### config.mk
export PLATFORM = sky130hd
export DESIGN_NAME = itch_message_field_extractor_top_flat
export DESIGN_NICKNAME = d
export VERILOG_FILES = /design/src/sv/itchfx_pkg.sv /design/src/sv/itchfx_if.sv /design/src/sv/itch_message_field_extractor_top.sv /design/src/flat_wrapper.sv
export SDC_FILE = /design/constraint.sdc
export NUM_CORES = 1
export LEC_CHECK = 0
export ABC_AREA = 1
export ABC_CLOCK_PERIOD_IN_PS = 5900
export BUFFER_PORTS_ARGS = -buffer_cell sky130_fd_sc_hd__clkbuf_2
export CELL_PAD_IN_SITES_DETAIL_PLACEMENT = 1
export CELL_PAD_IN_SITES_GLOBAL_PLACEMENT = 1
export CORE_MARGIN = 3
export CORE_UTILIZATION = 49
export CTS_CLUSTER_DIAMETER = 60
export CTS_CLUSTER_SIZE = 10
export DETAILED_ROUTE_END_ITERATION = 8
export GPL_TIMING_DRIVEN = 1
export PLACE_DENSITY_LB_ADDON = 0.2
export SYNTH_ARGS = -nofsm -noshare
export SYNTH_HDL_FRONTEND = slang
export SYNTH_SLANG_ARGS = --single-unit
### constraint.sdc
create_clock -name clk -period 5.9 [get_ports clk]
set_input_delay 0.295 -clock clk [delete_from_list [all_inputs] [get_ports clk]]
set_output_delay 0.295 -clock clk [all_outputs]
set_load 0.01 [all_outputs]
### src/sv/itchfx_pkg.sv
// Package for the ITCH field extractor: codes, constants and the type and
// field description tables. No dependencies.
package itchfx_pkg;

  localparam int unsigned HEADER_BYTES = 11;
  localparam int unsigned TS_FIRST     = 5;

  typedef enum logic [1:0] {
    CLS_ADMIN    = 2'd0,
    CLS_MARKET   = 2'd1,
    CLS_EXTENDED = 2'd2,
    CLS_UNROUTED = 2'd3
  } rec_class_t;

  typedef enum logic [1:0] {
    PH_LEN_HI = 2'd0,
    PH_LEN_LO = 2'd1,
    PH_BODY   = 2'd2
  } frame_phase_t;

  typedef struct packed {
    logic       known;
    rec_class_t cls;
    logic [3:0] count;
    logic [6:0] start;
  } tdesc_t;

  typedef struct packed {
    logic [5:0] id;
    logic [5:0] off;
    logic [3:0] len;
  } fdesc_t;

  function automatic tdesc_t type_lookup(input logic [7:0] letter);
    tdesc_t t;
    t = '{known: 1'b1, cls: CLS_ADMIN, count: 4'd0, start: 7'd0};
    unique case (letter)
      "S": begin t.count = 4'd1;  t.start = 7'd0;  end
      "R": begin t.count = 4'd14; t.start = 7'd1;  end
      "H": begin t.count = 4'd3;  t.start = 7'd15; end
      "Y": begin t.count = 4'd2;  t.start = 7'd18; end
      "L": begin t.count = 4'd5;  t.start = 7'd20; end
      "V": begin t.count = 4'd3;  t.start = 7'd25; end
      "W": begin t.count = 4'd1;  t.start = 7'd28; end
      "K": begin t.count = 4'd4;  t.start = 7'd29; end
      "J": begin t.count = 4'd5;  t.start = 7'd33; end
      "h": begin t.count = 4'd3;  t.start = 7'd38; end
      "N": begin t.count = 4'd2;  t.start = 7'd41; end
      "O": begin t.count = 4'd8;  t.start = 7'd43; end
      "A": begin t.cls = CLS_MARKET; t.count = 4'd5; t.start = 7'd51; end
      "F": begin t.cls = CLS_MARKET; t.count = 4'd6; t.start = 7'd56; end
      "X": begin t.cls = CLS_MARKET; t.count = 4'd2; t.start = 7'd62; end
      "D": begin t.cls = CLS_MARKET; t.count = 4'd1; t.start = 7'd64; end
      "Q": begin t.cls = CLS_EXTENDED; t.count = 4'd5; t.start = 7'd65; end
      "B": begin t.cls = CLS_EXTENDED; t.count = 4'd1; t.start = 7'd70; end
      "I": begin t.cls = CLS_EXTENDED; t.count = 4'd9; t.start = 7'd71; end
      "E": begin t.cls = CLS_EXTENDED; t.count = 4'd3; t.start = 7'd80; end
      "C": begin t.cls = CLS_EXTENDED; t.count = 4'd5; t.start = 7'd83; end
      "U": begin t.cls = CLS_EXTENDED; t.count = 4'd4; t.start = 7'd88; end
      "P": begin t.cls = CLS_EXTENDED; t.count = 4'd6; t.start = 7'd92; end
      default: t.known = 1'b0;
    endcase
    return t;
  endfunction

  function automatic fdesc_t fd(input int unsigned id, input int unsigned off,
                                input int unsigned len);
    fdesc_t f;
    f.id  = 6'(id);
    f.off = 6'(off);
    f.len = 4'(len);
    return f;
  endfunction

  function automatic fdesc_t field_lookup(input logic [6:0] idx);
    fdesc_t f;
    f = fd(0, 0, 1);
    unique case (idx)
      // admin S, R
      7'd0:  f = fd(0, 0, 1);
      7'd1:  f = fd(1, 0, 8);   7'd2:  f = fd(2, 8, 1);   7'd3:  f = fd(3, 9, 1);
      7'd4:  f = fd(4, 10, 4);  7'd5:  f = fd(5, 14, 1);  7'd6:  f = fd(6, 15, 1);
      7'd7:  f = fd(7, 16, 2);  7'd8:  f = fd(8, 18, 1);  7'd9:  f = fd(9, 19, 1);
      7'd10: f = fd(10, 20, 1); 7'd11: f = fd(11, 21, 1); 7'd12: f = fd(12, 22, 1);
      7'd13: f = fd(13, 23, 4); 7'd14: f = fd(14, 27, 1);
      // H, Y, L
      7'd15: f = fd(1, 0, 8);   7'd16: f = fd(15, 8, 1);  7'd17: f = fd(16, 10, 4);
      7'd18: f = fd(1, 0, 8);   7'd19: f = fd(17, 8, 1);
      7'd20: f = fd(18, 0, 4);  7'd21: f = fd(1, 4, 8);   7'd22: f = fd(19, 12, 1);
      7'd23: f = fd(20, 13, 1); 7'd24: f = fd(21, 14, 1);
      // V, W, K
      7'd25: f = fd(22, 0, 8);  7'd26: f = fd(23, 8, 8);  7'd27: f = fd(24, 16, 8);
      7'd28: f = fd(25, 0, 1);
      7'd29: f = fd(1, 0, 8);   7'd30: f = fd(26, 8, 4);  7'd31: f = fd(27, 12, 1);
      7'd32: f = fd(28, 13, 4);
      // J, h, N
      7'd33: f = fd(1, 0, 8);   7'd34: f = fd(29, 8, 4);  7'd35: f = fd(30, 12, 4);
      7'd36: f = fd(31, 16, 4); 7'd37: f = fd(32, 20, 4);
      7'd38: f = fd(1, 0, 8);   7'd39: f = fd(33, 8, 1);  7'd40: f = fd(34, 9, 1);
      7'd41: f = fd(1, 0, 8);   7'd42: f = fd(35, 8, 1);
      // O
      7'd43: f = fd(1, 0, 8);   7'd44: f = fd(36, 8, 1);  7'd45: f = fd(37, 9, 4);
      7'd46: f = fd(38, 13, 4); 7'd47: f = fd(39, 17, 4); 7'd48: f = fd(40, 21, 8);
      7'd49: f = fd(31, 29, 4); 7'd50: f = fd(30, 33, 4);
      // market A, F, X, D
      7'd51: f = fd(41, 0, 8);  7'd52: f = fd(42, 8, 1);  7'd53: f = fd(43, 9, 4);
      7'd54: f = fd(1, 13, 8);  7'd55: f = fd(44, 21, 4);
      7'd56: f = fd(41, 0, 8);  7'd57: f = fd(42, 8, 1);  7'd58: f = fd(43, 9, 4);
      7'd59: f = fd(1, 13, 8);  7'd60: f = fd(44, 21, 4); 7'd61: f = fd(18, 25, 4);
      7'd62: f = fd(41, 0, 8);  7'd63: f = fd(43, 8, 4);
      7'd64: f = fd(41, 0, 8);
      // extended Q, B, I
      7'd65: f = fd(45, 0, 8);  7'd66: f = fd(1, 8, 8);   7'd67: f = fd(44, 16, 4);
      7'd68: f = fd(46, 20, 8); 7'd69: f = fd(47, 28, 1);
      7'd70: f = fd(46, 0, 8);
      7'd71: f = fd(45, 0, 8);  7'd72: f = fd(48, 8, 8);  7'd73: f = fd(49, 16, 1);
      7'd74: f = fd(1, 17, 8);  7'd75: f = fd(50, 25, 4); 7'd76: f = fd(51, 29, 4);
      7'd77: f = fd(52, 33, 4); 7'd78: f = fd(47, 37, 1); 7'd79: f = fd(53, 38, 1);
      // E, C, U, P
      7'd80: f = fd(41, 0, 8);  7'd81: f = fd(43, 8, 4);  7'd82: f = fd(46, 12, 8);
      7'd83: f = fd(41, 0, 8);  7'd84: f = fd(43, 8, 4);  7'd85: f = fd(46, 12, 8);
      7'd86: f = fd(55, 20, 1); 7'd87: f = fd(44, 21, 4);
      7'd88: f = fd(41, 0, 8);  7'd89: f = fd(54, 8, 8);  7'd90: f = fd(43, 16, 4);
      7'd91: f = fd(44, 20, 4);
      7'd92: f = fd(41, 0, 8);  7'd93: f = fd(42, 8, 1);  7'd94: f = fd(43, 9, 4);
      7'd95: f = fd(1, 13, 8);  7'd96: f = fd(44, 21, 4); 7'd97: f = fd(46, 25, 8);
      default: f = fd(0, 0, 1);
    endcase
    return f;
  endfunction

endpackage

### src/sv/itchfx_if.sv
// Channel interfaces of the ITCH field extractor: input byte requests and
// field result requests. No dependencies.
interface itchfx_in_if;
  logic       valid;
  logic       ready;
  logic [7:0] data_byte;
  logic       end_of_stream;

  modport source (output valid, data_byte, end_of_stream, input ready);
  modport sink (input valid, data_byte, end_of_stream, output ready);
endinterface

interface itchfx_out_if;
  logic        valid;
  logic        ready;
  logic [1:0]  record_class;
  logic [7:0]  message_type;
  logic [47:0] timestamp;
  logic [5:0]  field_id;
  logic [63:0] field_value;
  logic        last;
  logic [31:0] message_count;

  modport source (output valid, record_class, message_type, timestamp, field_id,
                  field_value, last, message_count, input ready);
  modport sink (input valid, record_class, message_type, timestamp, field_id,
                field_value, last, message_count, output ready);
endinterface

### src/sv/itch_message_field_extractor_top.sv
// After a message's last byte, its header (type byte, six timestamp bytes) is read
// back byte by byte, store read then capture, and its type looked up; each field is then
// gathered the same way, offered and held until taken. An empty message shows its result
// in the cycle after its length is taken. Input takes one stream byte per cycle between
// messages and stalls from a message's last byte until its last result is taken.
// Reset clears framing, the message count and output valid; the store is not cleared.
module itch_message_field_extractor_top #(
  parameter int unsigned BUFFER_BYTES = 64
) (
  input logic          clk,
  input logic          rst,
  itchfx_in_if.sink    in_ch,
  itchfx_out_if.source out_ch
);
  import itchfx_pkg::*;

  localparam int unsigned AW = $clog2(BUFFER_BYTES);

  typedef enum logic [2:0] {
    S_IDLE, S_HRD, S_HCAP, S_LOOK, S_FSTART, S_FRD, S_FCAP, S_OUT
  } state_t;

  state_t       state;
  frame_phase_t phase;
  logic [7:0]   length_high_byte;
  logic [15:0]  bytes_remaining;
  logic [15:0]  byte_position;
  logic [31:0]  completed_messages;
  logic [15:0]  msg_len;
  logic [5:0]   ridx;
  logic         rin;
  logic [2:0]   hcnt;
  logic [3:0]   bcnt;
  logic [6:0]   fpos;
  logic [3:0]   fnum;
  logic [3:0]   fcnt;
  logic [7:0]   rdata;
  rec_class_t   rcls;
  logic [7:0]   mtype;
  logic [47:0]  ts;
  logic [5:0]   fid;
  logic [63:0]  fval;
  logic         flast;

  logic [7:0]   message_store [BUFFER_BYTES];

  logic         in_acc;
  logic         wr_en;
  logic [15:0]  len_word;
  logic [15:0]  pos_next;
  logic [15:0]  rem_next;
  logic [7:0]   rbyte;
  logic [31:0]  count_next;
  logic         ridx_ok;
  tdesc_t       tdesc;
  fdesc_t       fdesc;

  // Input handshake and framing arithmetic
  assign in_ch.ready = (state == S_IDLE);
  assign in_acc      = in_ch.valid && in_ch.ready;
  assign len_word    = {length_high_byte, in_ch.data_byte};
  assign pos_next    = (byte_position != 16'hFFFF) ? byte_position + 16'd1 : byte_position;
  assign rem_next    = (bytes_remaining != 16'd0) ? bytes_remaining - 16'd1 : bytes_remaining;
  assign count_next  = (completed_messages != 32'hFFFF_FFFF) ?
                       completed_messages + 32'd1 : completed_messages;
  assign wr_en       = in_acc && !in_ch.end_of_stream && (phase == PH_BODY) &&
                       (byte_position < 16'(BUFFER_BYTES));
  assign rbyte       = rin ? rdata : 8'd0;
  // Only bytes inside both the message and the store read back
  assign ridx_ok     = (16'(ridx) < msg_len) && (16'(ridx) < 16'(BUFFER_BYTES));
  assign tdesc       = type_lookup(mtype);
  assign fdesc       = field_lookup(fpos);

  // Byte store: one write port, one registered read port
  always_ff @(posedge clk) begin
    if (wr_en) begin
      message_store[byte_position[AW-1:0]] <= in_ch.data_byte;
    end
    rdata <= message_store[AW'(ridx)];
  end

  // Framing, field sequencing and the result register
  always_ff @(posedge clk) begin
    if (rst) begin
      state              <= S_IDLE;
      phase              <= PH_LEN_HI;
      length_high_byte   <= 8'd0;
      bytes_remaining    <= 16'd0;
      byte_position      <= 16'd0;
      completed_messages <= 32'd0;
    end else begin
      unique case (state)
        S_IDLE: begin
          if (in_acc) begin
            if (in_ch.end_of_stream) begin
              phase           <= PH_LEN_HI;
              bytes_remaining <= 16'd0;
              byte_position   <= 16'd0;
            end else begin
              unique case (phase)
                PH_LEN_LO: begin
                  byte_position <= 16'd0;
                  if (len_word == 16'd0) begin
                    phase              <= PH_LEN_HI;
                    bytes_remaining    <= 16'd0;
                    completed_messages <= count_next;
                    rcls  <= CLS_UNROUTED;
                    mtype <= 8'd0;
                    ts    <= 48'd0;
                    fid   <= 6'd0;
                    fval  <= 64'd0;
                    flast <= 1'b1;
                    state <= S_OUT;
                  end else begin
                    bytes_remaining <= len_word;
                    phase           <= PH_BODY;
                  end
                end
                PH_BODY: begin
                  byte_position   <= pos_next;
                  bytes_remaining <= rem_next;
                  if (rem_next == 16'd0) begin
                    phase              <= PH_LEN_HI;
                    completed_messages <= count_next;
                    msg_len <= pos_next;
                    hcnt    <= 3'd0;
                    ridx    <= 6'd0;
                    state   <= S_HRD;
                  end
                end
                PH_LEN_HI: begin
                  length_high_byte <= in_ch.data_byte;
                  phase            <= PH_LEN_LO;
                end
                default: phase <= PH_LEN_HI;
              endcase
            end
          end
        end
        // Header: type byte, then six timestamp bytes
        S_HRD: begin
          rin   <= ridx_ok;
          state <= S_HCAP;
        end
        S_HCAP: begin
          if (hcnt == 3'd0) begin
            mtype <= rbyte;
          end else begin
            ts <= {ts[39:0], rbyte};
          end
          if (hcnt == 3'd6) begin
            state <= S_LOOK;
          end else begin
            hcnt  <= hcnt + 3'd1;
            ridx  <= 6'(TS_FIRST) + 6'(hcnt);
            state <= S_HRD;
          end
        end
        // Classify the type letter
        S_LOOK: begin
          if (tdesc.known) begin
            rcls  <= tdesc.cls;
            fcnt  <= tdesc.count;
            fpos  <= tdesc.start;
            fnum  <= 4'd0;
            state <= S_FSTART;
          end else begin
            rcls  <= CLS_UNROUTED;
            fid   <= 6'd0;
            fval  <= 64'd0;
            flast <= 1'b1;
            state <= S_OUT;
          end
        end
        // Gather one field big-endian
        S_FSTART: begin
          fval  <= 64'd0;
          bcnt  <= 4'd0;
          ridx  <= 6'(HEADER_BYTES) + fdesc.off;
          state <= S_FRD;
        end
        S_FRD: begin
          rin   <= ridx_ok;
          state <= S_FCAP;
        end
        S_FCAP: begin
          fval <= {fval[55:0], rbyte};
          if (bcnt == fdesc.len - 4'd1) begin
            fid   <= fdesc.id;
            flast <= (fnum == fcnt - 4'd1);
            state <= S_OUT;
          end else begin
            bcnt  <= bcnt + 4'd1;
            ridx  <= ridx + 6'd1;
            state <= S_FRD;
          end
        end
        // Hold the result until taken
        S_OUT: begin
          if (out_ch.ready) begin
            if (flast) begin
              state <= S_IDLE;
            end else begin
              fnum  <= fnum + 4'd1;
              fpos  <= fpos + 7'd1;
              state <= S_FSTART;
            end
          end
        end
        default: state <= S_IDLE;
      endcase
    end
  end

  assign out_ch.valid         = (state == S_OUT);
  assign out_ch.record_class  = rcls;
  assign out_ch.message_type  = mtype;
  assign out_ch.timestamp     = ts;
  assign out_ch.field_id      = fid;
  assign out_ch.field_value   = fval;
  assign out_ch.last          = flast;
  assign out_ch.message_count = completed_messages;

endmodule

### src/flat_wrapper.sv
// flat-port wrapper written by rule: the top's interface ports become plain ports
module itch_message_field_extractor_top_flat import itchfx_pkg::*;
#(
  parameter int unsigned BUFFER_BYTES = 64
)
  (clk, rst, in_ch_valid, in_ch_data_byte, in_ch_end_of_stream, in_ch_ready, out_ch_valid, out_ch_record_class, out_ch_message_type, out_ch_timestamp, out_ch_field_id, out_ch_field_value, out_ch_last, out_ch_message_count, out_ch_ready);
  itchfx_in_if in_ch_i ();
  itchfx_out_if out_ch_i ();
  input logic clk;
  input logic rst;
  input wire logic [$bits(in_ch_i.valid)-1:0] in_ch_valid;
  input wire logic [$bits(in_ch_i.data_byte)-1:0] in_ch_data_byte;
  input wire logic [$bits(in_ch_i.end_of_stream)-1:0] in_ch_end_of_stream;
  output wire logic [$bits(in_ch_i.ready)-1:0] in_ch_ready;
  output wire logic [$bits(out_ch_i.valid)-1:0] out_ch_valid;
  output wire logic [$bits(out_ch_i.record_class)-1:0] out_ch_record_class;
  output wire logic [$bits(out_ch_i.message_type)-1:0] out_ch_message_type;
  output wire logic [$bits(out_ch_i.timestamp)-1:0] out_ch_timestamp;
  output wire logic [$bits(out_ch_i.field_id)-1:0] out_ch_field_id;
  output wire logic [$bits(out_ch_i.field_value)-1:0] out_ch_field_value;
  output wire logic [$bits(out_ch_i.last)-1:0] out_ch_last;
  output wire logic [$bits(out_ch_i.message_count)-1:0] out_ch_message_count;
  input wire logic [$bits(out_ch_i.ready)-1:0] out_ch_ready;
  assign in_ch_i.valid = in_ch_valid;
  assign in_ch_i.data_byte = in_ch_data_byte;
  assign in_ch_i.end_of_stream = in_ch_end_of_stream;
  assign in_ch_ready = in_ch_i.ready;
  assign out_ch_valid = out_ch_i.valid;
  assign out_ch_record_class = out_ch_i.record_class;
  assign out_ch_message_type = out_ch_i.message_type;
  assign out_ch_timestamp = out_ch_i.timestamp;
  assign out_ch_field_id = out_ch_i.field_id;
  assign out_ch_field_value = out_ch_i.field_value;
  assign out_ch_last = out_ch_i.last;
  assign out_ch_message_count = out_ch_i.message_count;
  assign out_ch_i.ready = out_ch_ready;
  itch_message_field_extractor_top #(.BUFFER_BYTES(BUFFER_BYTES)) u_core (.clk(clk), .rst(rst), .in_ch(in_ch_i), .out_ch(out_ch_i));
endmodule
=== Word-level counts from Yosys, hierarchy flattened ===
Memory sizes are Yosys's and may differ from the RTL's. A register that Yosys moved wholly into a read port is not among the register bits.
Cells that the tools add are included.

* Bits in registers: 251
* Memory bits (writable): 512
* Memory bits (read-only): 2048
* Input port bits: 13
* Output and inout bits: 163
* Logic and storage cells: 231
* Memories kept: 2

{| class="wikitable"
|+ Memory list
! memory !! depth !! bits a word !! rd ports !! clocked after memory_dff !! write ports !! RTL line !! source
|-
| (no name shown) || 128 || 16 || 1 || 1 || 0 || itchfx_pkg.sv:78 || <nowiki>unique case (idx)</nowiki>
|-
| u_core.message_store || 64 || 8 || 1 || 1 || 1 || itch_message_field_extractor_top.sv:45 || <nowiki>logic [7:0] message_store [BUFFER_BYTES];</nowiki>
|}

* Add/sub/neg operators: 12
* Order comparisons: 2
* Equality and inequality tests: 58
* Mux-type cells: 94
* Bitwise gates (word level): 2
* Reduce and logical (&&, ||, !) cells: 41

{| class="wikitable"
|+ Operator list
! cell !! number
|-
| $mux 64 || 5
|-
| $pmux 64 s4 || 1
|-
| $pmux 11 s23 || 1
|-
| $mux 48 || 5
|-
| $eq 8x7->1 const B || 23
|-
| $mux 32 || 3
|-
| $pmux 48 s2 || 1
|-
| $mux 16 || 5
|-
| $mux 6 || 12
|-
| $pmux 16 s2 || 2
|-
| $pmux 32 s2 || 1
|-
| $mux 8 || 6
|-
| $mux 3 || 11
|-
| $add 32x1->32 const B || 1
|-
| $logic_not 16->1 || 2
|-
| $ne 32x32->1 const B || 1
|-
| $mux 7 || 4
|-
| $reduce_and 7->1 || 4
|-
| $ne 2x2->1 const B || 12
|-
| $pmux 3 s8 || 1
|-
| $pmux 6 s4 || 1
|-
| $reduce_and 6->1 || 4
|-
| $reduce_or 23->1 || 1
|-
| $mux 2 || 11
|-
| 47 further kinds || 91
|}

=== Longest topological paths before layout ===
Gate-level depths: netlist (run 1).

* Depth after elaboration: 8
* Gate-level depth with buffers: 26
* Mapped depth without buffers: 24

=== Worst setup path after synthesis (run 1) ===
OpenSTA, ideal clock, no wires.

* Path type: flip-flop to flip-flop
* Start point: register u_core.state[0]
* End point: register u_core.ts[0] (netlist: u_core.out_ch.timestamp[0]), enable pin
* Library setup time: 0.541 ns
* Arrival: 4.822 ns
* Required time: 5.359 ns
* Setup slack: 0.537 ns
* Cell stages (with the launch flop): 8
* Path buffers: 0
* Clock period less this slack: 5.363 ns
* Path through: dfxtp_1 > nor2_1 > inv_2 > nor2_2 > inv_2 > nor2_2 > o21ai_0 > a311oi_1

* Longest elaborated chain between the ends: 4
* Elaborated cells on any way between the ends: 10
* Classes of those cells: 6 x eq/ne; 4 x reduce/logical

{| class="wikitable"
|+ Ends and longest elaborated chain
! element !! RTL line !! source
|-
| start, declared || itch_message_field_extractor_top.sv:23 || <nowiki>state_t state;</nowiki>
|-
| start signal, assigned || itch_message_field_extractor_top.sv:85 || <nowiki>state <= S_IDLE;</nowiki>
|-
| start signal, assigned || itch_message_field_extractor_top.sv:113 || <nowiki>state <= S_OUT;</nowiki>
|-
| start signal, assigned || itch_message_field_extractor_top.sv:128 || <nowiki>state <= S_HRD;</nowiki>
|-
| $logic_not 3->1 (*) || itch_message_field_extractor_top.sv:59 || <nowiki>assign in_ch.ready = (state == S_IDLE);</nowiki>
|-
| net in_ch_ready || flat_wrapper.sv:14 || <nowiki>output wire logic [$bits(in_ch_i.ready)-1:0] in_ch_ready;</nowiki>
|-
| $logic_and 1x1->1 || itch_message_field_extractor_top.sv:60 || <nowiki>assign in_acc = in_ch.valid && in_ch.ready;</nowiki>
|-
| $ne 2x2->1 (no line) || - ||
|-
| $reduce_and 7->1 (no line) (*) || - ||
|-
| end signal, assigned || itch_message_field_extractor_top.sv:149 || <nowiki>ts <= {ts[39:0], rbyte};</nowiki>
|-
| end, declared || itch_message_field_extractor_top.sv:40 || <nowiki>logic [47:0] ts;</nowiki>
|}

The timed path passes the listed nets; every way through them passes the cells marked *.
A chain may end at the register's enable or synchronous reset.

=== Worst setup path in the final report (run 1) ===
* Start point: register u_core.phase[0]
* End point: memory u_core.message_store[53][1], enable pin

* Longest elaborated chain between the ends: 5

{| class="wikitable"
|+ Ends and longest elaborated chain
! element !! RTL line !! source
|-
| start, declared || itch_message_field_extractor_top.sv:24 || <nowiki>frame_phase_t phase;</nowiki>
|-
| start signal, assigned || itch_message_field_extractor_top.sv:86 || <nowiki>phase <= PH_LEN_HI;</nowiki>
|-
| start signal, assigned || itch_message_field_extractor_top.sv:96 || <nowiki>phase <= PH_LEN_HI;</nowiki>
|-
| start signal, assigned || itch_message_field_extractor_top.sv:104 || <nowiki>phase <= PH_LEN_HI;</nowiki>
|-
| $eq 2x2->1 || itch_message_field_extractor_top.sv:66 || <nowiki>assign wr_en = in_acc && !in_ch.end_of_stream && (phase == PH_BODY) &&</nowiki>
|-
| $logic_and 1x1->1 (2 in series) || itch_message_field_extractor_top.sv:66 ||
|-
| $mux 1 || itch_message_field_extractor_top.sv:76 || <nowiki>if (wr_en) begin</nowiki>
|-
| $mux 1 (not written as such) || itch_message_field_extractor_top.sv:77 || <nowiki>message_store[byte_position[AW-1:0]] <= in_ch.data_byte;</nowiki>
|-
| end, declared || itch_message_field_extractor_top.sv:45 ||
|}

Every way passes these cells.

==> summary.txt, run 1 <==
Routing
  – Post-Route WL: around 110000 um
  – Via count: 27600
  – Via-to-Cell Ratio: 5.98
  – Post-route ant nets: 0
  – 1st-iter DRT viols: 2774
  – TritonRoute pass-1 iters: 6
  – Residual DRC: 0
  – WL per Instance: 24.8 um

Global routing
  – Total Routing Usage GR: 29.8%
  – Total grt overflow: 0
  – Vias in the first global route: roughly 28000
  – Initial antenna violation count: 2
  – Global-route wire length before repair: 171000 um
  – Largest net degree at the start of global routing: 160

STA
  – Clock skew: roughly 0.026 ns
  – Final worst path period share: 78.3%
  – Fin. Hold Viols: 0
  – Min Tclk post-route: 4.62 ns
  – Achievable Freq: 0.216 GHz
  – RSZ-0062 raised after global routing: false
  – Final setup viols: 0
  – Count of final max-slew check failures: 0
  – Setup TNS Final: 0 ns
  – Slew @ Worst Pin: about 1.2 ns
  – Relative slew slack: 19.0%

Final layout
  – Layout Nets: 3663
  – Commonest non-fill, non-tap cell in the layout: edfxtp_1
  – Area Overhead vs Synth: 12.0%
  – Fin cells: 4611
  – Share of cells above drive strength 1: about 10%
  – Most frequent cells in the layout: edfxtp_1, nor2_1, nand2_1

Placed design
  – Placed instance count: 4474
  – Dpl hpwl: 75200 um
  – Placer's final routability congestion estimate: 0.973
  – PortBufs: 175

Status
  – Status: complete, no violations

Clock network
  – Clock Sinks: 787
  – Setup bufs post-CTS: 0
  – Hold-fix buffers at CTS: 0
  – H-tree lvl count: 3
  – Clk slew on worst S/H paths: 0.06 ns
  – CTS max path bufs: 3
  – Clock Latency Late Sink: 0.65 ns
  – Clk root buf: clkbuf_16
  – CTS tree: done
  – Num CTS Buffers: 91
  – CTS resizes: 0

Worst setup path
  – Crit-path max FO: 26
  – CP Data Arrival Time: 4.89 ns
  – Crit Path Category: reg2reg
  – CP required: 6.17 ns
  – Setup crit end kind: flop
  – Worst Setup Start Kind: flop

Power
  – Maximum vdd ir drop: 0.243 mV
  – PwrDens: 371 nW/um^2
  – Leakage power total: 14.6 nW

Hold path
  – Hold WC Path Type: in2reg

Yosys
  – #FFs+latches synth: 787
  – Post-synth ARST share: 0%
  – Synth Cell Area: 35500 um^2
  – Sequential element share of the synthesized area: 63.8%
  – Top cells by area, synth: edfxtp_1, nor2_1, dfxtp_1, nand2_1, o21ai_0
  – Number of synthesized flops with an enable pin: 686
  – Synthesized instance count: 3486
  – Syn_area_per_cell: 10.2 um^2
  – Most common flop cell mapped by yosys: edfxtp_1
  – Ys Warns: 0
  – Synth top area share: between 50% and 60%
  – Post-synth top area cell: edfxtp_1
  – Yosys cell types: 53
  – Syn nets: approximately 3500

Die
  – Die area: 75700 um^2
  – Total core area: 71600 um^2
  – Num ports: 176
  – Die H: roughly 280 um
  – Die Wd: 275 um
  – Starting Density: 49.6%
  – Row count: 98

Flow run
  – Max Cap Viol: 0
-- critical path, stage by stage, from the launching register on --
cell     delay (ns)
dfxtp_1        0.32
inv_1          0.09
ha_1           0.82
inv_1          0.44
nor2_1         0.52
nand2_1        0.14
nor2_1         0.21
nand3_1        0.79
nor2_1         0.91
-- report_power, final --
part / leakage (nW) / total (W) / internal, W / switching, W
Combinational: 6.33 / 0.00311 / 0.000785 / 0.00233
Sequential: 7.05 / 0.00653 / 0.00636 / 0.000168
Clock: 1.26 / 0.00511 / 0.00292 / 0.00219
Total: 14.6 / 0.0147 / 0.0101 / 0.00469
-- stage by stage --
| stage | hold WS, ns | total power [W] | worst slack [ns] | area, um^2 | util [%] |
|---|---|---|---|---|---|
| after floorplan | 0.394 | 0.00852 | 0.537 | 35500 | - |
| after global placement | 0.469 | 0.00957 | 1.54 | 37100 | 51.8 |
| after detailed placement | 0.471 | 0.00967 | 1.39 | 37100 | 51.8 |
| after CTS | 0.0231 | 0.0148 | 1.39 | 39700 | 55.5 |
| after global routing | 0.0423 | 0.0153 | 1.02 | 39700 | 55.5 |
| final | 0.0434 | 0.0147 | 1.28 | 39700 | 55.5 |
-- registers in the layout, summed over array words and instances, names as in the netlist, 2 cells and up --
signal / cells
u_core.fcnt: 4
u_core.out_ch.message_type: 8
u_core.phase: 2
u_core.fpos: 7
u_core.out_ch.field_value: 64
u_core.bcnt: 4
u_core.hcnt: 3
u_core.fdesc: 16
u_core.out_ch.timestamp: 48
u_core.bytes_remaining: 16
u_core.out_ch.message_count: 32
u_core.fnum: 4
u_core.msg_len: 16
u_core.ridx: 6
u_core.message_store: 512
u_core.rdata: 8
u_core.byte_position: 16
u_core.out_ch.field_id: 6
u_core.length_high_byte: 8
u_core.state: 3
u_core.out_ch.record_class: 2
-- final timing paths --
| path | from | slack, ns | cells past startpoint | to |
|---|---|---|---|---|
| min reg2reg | u_core.length_high_byte[7]$_SDFFE_PP0P_ | 0.48 | 2 | u_core.length_high_byte[7]$_SDFFE_PP0P_ |
| max | u_core.phase[0]$_SDFFE_PP0P_ | 1.28 | 8 | u_core.message_store[53][1]$_DFFE_PP_ |
| max reg2reg | u_core.phase[0]$_SDFFE_PP0P_ | 1.28 | 8 | u_core.message_store[53][1]$_DFFE_PP_ |
| min | in_ch_data_byte[4] | 0.04 | 3 | u_core.length_high_byte[4]$_SDFFE_PP0P_ |
-- cell usage after synthesis, types with 16 or more instances --
| master | instances |
|---|---|
| xnor2_1 | 18 |
| nand4_1 | 83 |
| nand2_1 | 501 |
| a21oi_1 | 116 |
| nand2_2 | 18 |
| nor4_1 | 17 |
| inv_1 | 281 |
| o22ai_1 | 79 |
| nor2_2 | 16 |
| edfxtp_1 | 686 |
| dfxtp_1 | 101 |
| o211ai_1 | 30 |
| nand3_1 | 160 |
| o221ai_1 | 51 |
| nor2_1 | 636 |
| nor3_1 | 46 |
| clkbuf_1 | 135 |
| xor2_1 | 45 |
| buf_2 | 18 |
| o21ai_0 | 315 |
| ha_1 | 33 |
-- routing by layer --
layer,wire (um),track usage [%]
met1,48100,40.2
met4,3400,9.88
met5,0,0
met3,8540,5.20
met2,54300,49.1
-- kinds of logic (layout without fill, tap and decap cells) --
| group | count (synthesis) | in the layout | share of synthesized area [%] |
|---|---|---|---|
| and+or+nand+nor | 1498 | 1498 | 17.8 |
| DFF | 787 | 787 | 63.8 |
| buffers and inverters | 466 | 640 | 5.19 |
| xor gates and xnor gates | 63 | 63 | 1.56 |
| AOI/OAI and AO/OA | 639 | 639 | 10.5 |
| adders and majority gates | 33 | 33 | 1.16 |
| other | 0 | 1 | 0 |
-- final cells by class --
class                           count  area (um^2)
Inverter                          294         1110
Multi-Input combinational cell   2233        11100
Clock inverter                     12          213
Clock buffer                      124         2400
Sequential cell                   787        22600
Tap cell                          950         1190
Antenna cell                        1         2.50
Fill cell                        7868        31900
Timing Repair Buffer              210         1140
Note: power is estimated with default switching activity, not from simulation.
==> run 2, diff against run 1 <==
- ABC_CLOCK_PERIOD_IN_PS: 5900 -> 3900
- CORE_UTILIZATION: 49 -> 44
- clock period: 5.9 -> 3.9 ns (I/O delays scaled with it)
==> run 2 against run 1 <==
Net effect: flip-flop and latch count unchanged; highest routed layer unchanged; total power up 57%; largest power group unchanged; setup slack worse by 0.99 ns; core utilization down 3.8 points; wire length up 3.1%; clock-buffer cell count up 12; non-clock buffer count up 99; fmax up 28%; critical endpoint is now u_core.fdesc[11]$_DFF_P_.
==> summary.txt, run 2 (synthesized netlist as in run 1, its figures left out) <==
STA
  – Min Tclk post-route: 3.61 ns (-1.01 ns)
  – Clock skew: 0.0511 ns (+0.0247 ns)
  – Final setup viols: 0 (unchanged)
  – Final worst path period share: 92.6% (+14 points)
  – Fin. Hold Viols: 0 (unchanged)
  – Final WS setup: 0.288 ns (-0.993 ns)
  – Relative slew slack: 31.2% (+12 points)
  – Achievable Freq: 0.277 GHz (+28%)
  – Slew @ Worst Pin: 1.02 ns (-0.191 ns)
  – Count of final max-slew check failures: 0 (unchanged)

Global routing
  – Vias in the first global route: 28500 (+0.61%)
  – Initial antenna violation count: 3 (+1)
  – Largest net degree at the start of global routing: 161 (+0.63%)
  – Global-route wire length before repair: 177000 um (+3.4%)
  – Total Routing Usage GR: 27.3% (-2.5 points)
  – Total grt overflow: 0 (unchanged)

Worst setup path
  – Crit Path Category: reg2reg
  – RR Startpoint: u_core.out_ch.message_type[2]$_SDFFCE_PN0P_
  – CP max stage delay: 0.47 ns (-0.44 ns)
  – Slowest CP cell: edfxtp_1
  – CP Data Arrival Time: 4.19 ns (-0.70 ns)
  – Critical Path, Cell by Cell: inv_1 -> nand2_2 -> nor2_1 -> nand2_1 -> nand2_1 -> nor2_1 -> nand2_1 -> nor2_2 -> nand3_2 -> nand2_2 -> nand2_1 -> nand2_1 -> ha_2 -> inv_1 -> nor2_1 -> nand2_1 -> o21ai_0 -> buf_4 -> nand2_1 -> nand2_1 -> nand3_1 -> nand3_1
  – Setup crit end kind: flop
  – Cell mode on critical path: nand2_1
  – Crit-path max FO: 10 (-62%)
  – Worst Setup Start Kind: flop
  – CP required: 4.48 ns (-1.69 ns)
  – CP startpoint: u_core.out_ch.message_type[2]$_SDFFCE_PN0P_

Routing
  – 1st-iter DRT viols: 2530 (-8.8%)
  – Post-route ant nets: 0 (unchanged)
  – Post-Route WL: 118000 um (+3.1%)
  – Max Used Layer: met4
  – Residual DRC: 0 (unchanged)
  – Metal2 WL: 55100 um (+1.4%)
  – Metal1 wirelength: 51400 um (+6.7%)
  – WL per Instance: 24.4 um (-1.6%)
  – TritonRoute pass-1 iters: 5 (-1)
  – Via-to-Cell Ratio: 5.71 (-4.6%)
  – Met3 WL: 8060 um (-5.6%)
  – Via count: 27600 (+0.054%)

Placed design
  – Dpl ws: 0.268 ns (-1.12 ns)
  – Placer's final routability congestion estimate: 0.945 (-2.9%)
  – PortBufs: 175 (unchanged)
  – Dpl hpwl: 79500 um (+5.7%)

Final layout
  – Max reg flops: 512 (unchanged)
  – FILL cells: 8759 (+11%)
  – Area Overhead vs Synth: 15.6%
  – Commonest non-fill, non-tap cell in the layout: edfxtp_1
  – Layout Nets: 3767 (+2.8%)
  – Final design utilization: 51.7% (-3.8 points)
  – Share of cells above drive strength 1: 13.2% (+2.9 points)
  – Most frequent cells in the layout: edfxtp_1, nor2_1, nand2_1

Clock network
  – Clk slew on worst S/H paths: 0.06 ns (about the same)
  – Num CTS Buffers: 96 (+5.5%)
  – Hold-fix buffers at CTS: 0 (unchanged)
  – CTS tree: done
  – Clock Latency Late Sink: 0.66 ns (about the same)
  – Clock Sinks: 787 (unchanged)
  – Clk root buf: clkbuf_16
  – H-tree lvl count: 3 (unchanged)
  – CTS max path bufs: 3 (unchanged)

Die
  – Die H: 290 um (+5.4%)
  – Die area: 84100 um^2 (+11%)
  – Starting Density: 44.7% (-4.9 points)
  – Die Wd: 290 um (+5.4%)
  – Row count: 103 (+5.1%)
  – Total core area: 79400 um^2 (+11%)
  – Num ports: 176 (unchanged)

Status
  – Status: complete, no violations

Hold path
  – Worst hold start: in_ch_end_of_stream
  – Hold WC Path Type: in2reg

Power
  – Leakage power total: 15.3 nW (+4.6%)
  – PwrDens: 564 nW/um^2 (+52%)
  – Maximum vdd ir drop: 0.334 mV (+38%)

Flow run
  – Max Cap Viol: 0 (unchanged)
[run 2: metal layers]
layer  up-vias  global-route usage (%)
met5         -                       0
li1      12600                       -
met1     13900                    37.4
met2       898                    43.7
met3       179                    5.44
met4         0                    8.88
[run 2: layout make-up]
type / count / area [um^2] / share of cell area, %
repair buffers: 309 / 1990 / 4.86
well taps: 1050 / 1310 / 3.20
multi-input cells: 2233 / 11100 / 27.0
inverters: 294 / 1110 / 2.71
flip-flops and latches: 787 / 22600 / 55.2
clock inverters: 22 / 273 / 0.665
diodes: 4 / 10.0 / 0.0244
clock buffers: 136 / 2600 / 6.35
[run 2: worst paths after layout]
check                                            endpoint  slack, ns  depth (start not counted)
setup / recovery                 u_core.fdesc[11]$_DFF_P_       0.29                         22
hold / removal               u_core.phase[1]$_SDFFE_PP0P_       0.06                          4
setup reg to reg                 u_core.fdesc[11]$_DFF_P_       0.29                         22
hold reg to reg   u_core.length_high_byte[0]$_SDFFE_PP0P_       0.48                          2
[run 2: metrics by stage]
step	area, um^2	total power (W)	std cells	hold slack, ns	setup TNS [ns]
finish	41000	0.0231	4835	0.0560	0
global route	41000	0.0241	4834	0.0766	-0.00271
CTS	41000	0.0232	4831	0.0313	0
detailed placement	38100	0.0149	4673	0.467	0
global placement	38100	0.0148	4673	0.462	0
floorplan	35500	0.0129	3486	0.294	0
[run 2: repair_timing]
action	4_1_cts	5_1_grt
setup buffers	0	0
setup endpoints to repair	0	30
gates resized for setup	0	7
[run 2: critical path, delay by kind of cell, from the launching register on]
kind                     cells  cell delay, ns
AND/OR/NAND/NOR             17            2.16
buffers and inverters        3            0.38
flip-flops                   1            0.47
AO/OA/AOI/OAI                1            0.23
adder cells (fa/ha/maj)      1            0.31
[run 2: power by group]
group          switching [W]  internal [W]  leakage (nW)
Clock                0.00351       0.00478          1.39
Combinational        0.00364       0.00132          6.87
Sequential          0.000249       0.00962          7.05
